[config.mk]
export PLATFORM = sky130hd
export DESIGN_NAME = tlbg_pair
export DESIGN_NICKNAME = d
export VERILOG_FILES = /design/src/rtl/tlbg_pkg.sv /design/src/rtl/tlbg_pair.sv
export SDC_FILE = /design/constraint.sdc
export NUM_CORES = 2
export LEC_CHECK = 0
export BUFFER_PORTS_ARGS = -buffer_cell sky130_fd_sc_hd__buf_2
export CAP_MARGIN = 20
export CORE_ASPECT_RATIO = 1.1
export CORE_MARGIN = 5
export CORE_UTILIZATION = 35
export CTS_CLUSTER_DIAMETER = 200
export DETAILED_ROUTE_END_ITERATION = 6
export PLACE_DENSITY_LB_ADDON = 0.1
export SLEW_MARGIN = 20
export SYNTH_ARGS = -nofsm -noshare
export SYNTH_HDL_FRONTEND = slang
export SYNTH_SLANG_ARGS = --single-unit
[constraint.sdc]
create_clock -name clk -period 21.5 [get_ports clk]
set_input_delay 1.075 -clock clk [delete_from_list [all_inputs] [get_ports clk]]
set_output_delay 1.075 -clock clk [all_outputs]
set_load 0.03 [all_outputs]
[src/rtl/tlbg_pkg.sv]
// Shared types and constants for the text line block grouper.
package tlbg_pkg;
	localparam int POS_W  = 20;
	localparam int SIZE_W = 16;
	localparam int OUT_W  = 6;

	typedef struct packed {
		logic signed [POS_W-1:0]  pos_u;
		logic signed [POS_W-1:0]  pos_v;
		logic        [SIZE_W-1:0] box_w;
		logic        [SIZE_W-1:0] box_h;
		logic        [1:0]        read_quadrant;
		logic                     is_measure;
		logic                     is_heading;
		logic                     in_last;
	} line_req_t;

	typedef struct packed {
		logic [OUT_W-1:0] line_index;
		logic [OUT_W-1:0] block_id;
		logic             out_last;
	} block_res_t;

	// Pair geometry presented to the pair test unit.
	typedef struct packed {
		logic signed [POS_W-1:0]  ua;
		logic signed [POS_W-1:0]  va;
		logic        [SIZE_W-1:0] wa;
		logic        [SIZE_W-1:0] ha;
		logic signed [POS_W-1:0]  ub;
		logic signed [POS_W-1:0]  vb;
		logic        [SIZE_W-1:0] wb;
		logic        [SIZE_W-1:0] hb;
	} pair_geom_t;
endpackage

[src/rtl/tlbg_pair.sv]
// Registered pair test unit: the gap, height-ratio and alignment rules in two stages.
module tlbg_pair
	import tlbg_pkg::*;
(
	input  logic       clk,
	input  pair_geom_t geom,
	output logic       ok_s2
);
	localparam int WD = 48;
	typedef logic signed [WD-1:0] wide_t;

	wide_t ua, ub, va, vb, wa, wb, ha, hb;
	wide_t big_h, small_h, max_w, min_w, dv, g2, du, cd, el, er;
	wide_t g2_s1, bh_s1, sh_s1, mw_s1, nw_s1, cd_s1, el_s1, er_s1;

	always_comb begin
		ua = WD'(geom.ua);
		ub = WD'(geom.ub);
		va = WD'(geom.va);
		vb = WD'(geom.vb);
		wa = wide_t'({32'd0, geom.wa});
		wb = wide_t'({32'd0, geom.wb});
		ha = wide_t'({32'd0, geom.ha});
		hb = wide_t'({32'd0, geom.hb});
		big_h   = (ha > hb) ? ha : hb;
		small_h = (ha > hb) ? hb : ha;
		max_w   = (wa > wb) ? wa : wb;
		min_w   = (wa > wb) ? wb : wa;
		dv = vb - va;
		if (dv < 0) begin
			dv = -dv;
		end
		g2 = (dv <<< 1) - (ha + hb);
		du = ua - ub;
		cd = (du < 0) ? -du : du;
		el = ((ua <<< 1) - wa) - ((ub <<< 1) - wb);
		if (el < 0) begin
			el = -el;
		end
		er = ((ua <<< 1) + wa) - ((ub <<< 1) + wb);
		if (er < 0) begin
			er = -er;
		end
	end

	always_ff @(posedge clk) begin
		g2_s1 <= g2;
		bh_s1 <= big_h;
		sh_s1 <= small_h;
		mw_s1 <= max_w;
		nw_s1 <= min_w;
		cd_s1 <= cd;
		el_s1 <= el;
		er_s1 <= er;
	end

	logic in_gap, centered, similar, left_ok, right_ok, tight, close, height_ok;
	always_comb begin
		in_gap    = !((g2_s1 * 100) < -(bh_s1 * 150)) && !((g2_s1 * 100) > (bh_s1 * 850));
		centered  = (cd_s1 * 100) <= (mw_s1 * 25);
		similar   = (mw_s1 * 10) <= (nw_s1 * 18);
		left_ok   = similar && (el_s1 <= (bh_s1 <<< 2));
		right_ok  = similar && (er_s1 <= (bh_s1 <<< 2));
		tight     = (cd_s1 * 100) <= (mw_s1 * 12);
		close     = (g2_s1 * 100) <= (bh_s1 * 250);
		height_ok = ((bh_s1 * 10) <= (sh_s1 * 18))
			|| (((bh_s1 * 10) <= (sh_s1 * 22)) && tight && close);
	end

	always_ff @(posedge clk) begin
		ok_s2 <= in_gap && height_ok && (centered || left_ok || right_ok);
	end
endmodule

==> metrics <==
sequential share of the synthesized area between 10% and 20%; # Max-Cap Violations 0; I/O Buffers approximately 150; Total GRT Usage between 10% and 20%; CTS tree yes; worst setup margin about 13 ns; Initial Util 35.1%; Post-synth EDFFs 0; die area around 130,000 um^2; via/cell ratio between 4 and 5; final count of negative-setup-slack endpoints 0; Area Growth Syn to Fin 9.53%; Crit. End Element flip-flop; DRT antenna net count 0; worst r2r dst ok_s2; # diodes 0; # hold bufs at CTS 0; most common cell after layout, fill and taps aside inv_1; # fillers approximately 13,000; Post-Route Skew 0.0319 ns; worst path arrival time 8.76 ns; Core ar. 123,000 um^2; Hold EP nw_s1[10]; CTS Buffer Depth 3; Iter 0 DRT Violations ~1,400; vias in the first global route about 35,000; critical path required time about 22 ns; CTS Root Cell clkbuf_16; CTS H-Tree Depth 2; Post-DP HPWL slightly above 100 mm; drt pass-1 iters 5; routed via count around 34,000; GPL Wtd Cong around 0.85; Worst-Margin Slew about 1.0 ns; CP max FO 10; relative max-transition margin 29.2%; layout cell share with drive strength beyond 1 under 10%; Setup TNS 0 ns; die extent in x around 340 um; fin crit share 38.6%; Top FF cell, synth dfxtp_1; largest net degree at the start of global routing 52; drt wl/cell between 15 and 20 um; status complete, no violations; Startpoint Class flip-flop; Final nets between 6,000 and 7,000; CTS sink cnt around 250; Mapped Cells ~5,200; Yosys reg bits approximately 250; hold_sp geom[26]; Worst path max stage delay 0.67 ns; reg2reg start bh_s1[1]; drt total wl between 100 and 150 mm; most frequent CP cell a21oi_1; initial antenna violation count 3; f_max ~120 MHz; post-CTS sizing 0; first-pass GRT wire length 189 mm; worst skew pair latency 0.59 ns; Crit-path slowest cell dfxtp_1; worst hold path depth 3; Post-Syn Area approximately 43,000 um^2; CTS buffer count 34; worst reg2reg setup slack 13.21 ns; synth warn 0; RSZ-0062 raised after global routing false; Congestion Overflow GR 0; synthesized area per cell 8.33 um^2; Clk pin slew, worst setup/hold paths approximately 0.060 ns; number of I/O pins 146; # DRC 0; endpoints failing hold 0; Post-synth ARST share 0%; pre-CTS setup slack between 10 and 15 ns; Die H between 300 and 400 um; Rows about 140; max-slew violations 0; worst r2r path cells 33; most frequent cells in the layout inv_1 (1,050), ha_1 (973), a21oi_1 (337); Tmin final 8.29 ns; worst hold path class in -> reg; CP Class reg -> reg; Post-CTS Setup Inserts 0; distinct cell type count after synthesis slightly above 90
per-stage QoR:
stage               std cells  instance area [um^2]  hold slack [ns]  util [%]
global placement         6988                 46000             1.06      37.5
finish                   7050                 47200            0.732      38.4
global route             7050                 47200            0.750      38.4
CTS                      7049                 47200            0.695      38.4
floorplan                5243                 43400            0.763         -
detailed placement       6988                 46000             1.06      37.5
how the worst max path moves through the flow:
stage	startpoint	endpoint	slack [ns]	cells past startpoint
2_1_floorplan	bh_s1[8]	ok_s2	14.21	33
3_3_place_gp	bh_s1[1]	ok_s2	13.39	33
3_5_place_dp	bh_s1[8]	ok_s2	13.29	31
4_1_cts	bh_s1[1]	ok_s2	13.20	33
5_1_grt	bh_s1[1]	ok_s2	12.48	33
6_report	bh_s1[1]	ok_s2	13.21	33
sequential cells by signal (all words and copies together) (netlist names):
| name | cells |
|---|---|
| nw_s1 | 16 |
| mw_s1 | 16 |
| cd_s1 | 44 |
| ok_s2 | 1 |
| bh_s1 | 16 |
| g2_s1 | 46 |
| sh_s1 | 16 |
| el_s1 | 46 |
| er_s1 | 47 |
synthesized netlist by cell type (all sizes together) (81+ instances only):
cell / number / area share [%]
fa: 299 / 14
xnor2: 263 / 5.3
o21ai: 296 / 3.4
dfxtp: 248 / 12
a21o: 129 / 2.2
nand2b: 81 / 1.2
inv: 1050 / 9.1
a21oi: 342 / 4.0
nor2: 247 / 2.2
xor2: 116 / 2.4
ha: 973 / 28
nand2: 218 / 1.9
area by class of cell:
cell class / instances / area (um^2) / share of cell area [%]
multi-input cells: 3892 / 34300 / 72.6
flip-flops and latches: 248 / 4960 / 10.5
inverters: 1050 / 3940 / 8.35
well taps: 1644 / 2060 / 4.36
clock buffers: 40 / 915 / 1.94
repair buffers: 155 / 805 / 1.70
clock inverters: 21 / 263 / 0.557
critical path, delay by kind of cell (launching register included):
family	cells	cell delay, ns
AO/OA/AOI/OAI	18	3.51
adder cells (fa/ha/maj)	6	2.29
AND/OR/NAND/NOR	5	1.17
flip-flops	1	0.67
buffers and inverters	3	0.30
XOR/XNOR	1	0.20
cell families after synthesis:
logic type | count (synthesis) | synth area share (%)
adders and majority gates | 1272 | 42.1
xor gates and xnor gates | 379 | 7.70
DFF | 248 | 11.5
muxes | 23 | 0.586
other | 1 | 0.00870
buffers and inverters | 1103 | 9.64
and+or+nand+nor | 1018 | 12.0
AOI/OAI and AO/OA | 1130 | 16.4
routing by layer:
metal | up-vias | wire length [um] | GRT usage, %
met5 | - | 13 | 0
met4 | 2 | 2340 | 3.78
met3 | 85 | 2940 | 1.70
met2 | 324 | 54100 | 30.9
met1 | 15900 | 58000 | 25.1
li1 | 17800 | - | -
Power is not shown: default switching activity piles up to over one toggle a cycle in this logic, so the estimate is an artifact.
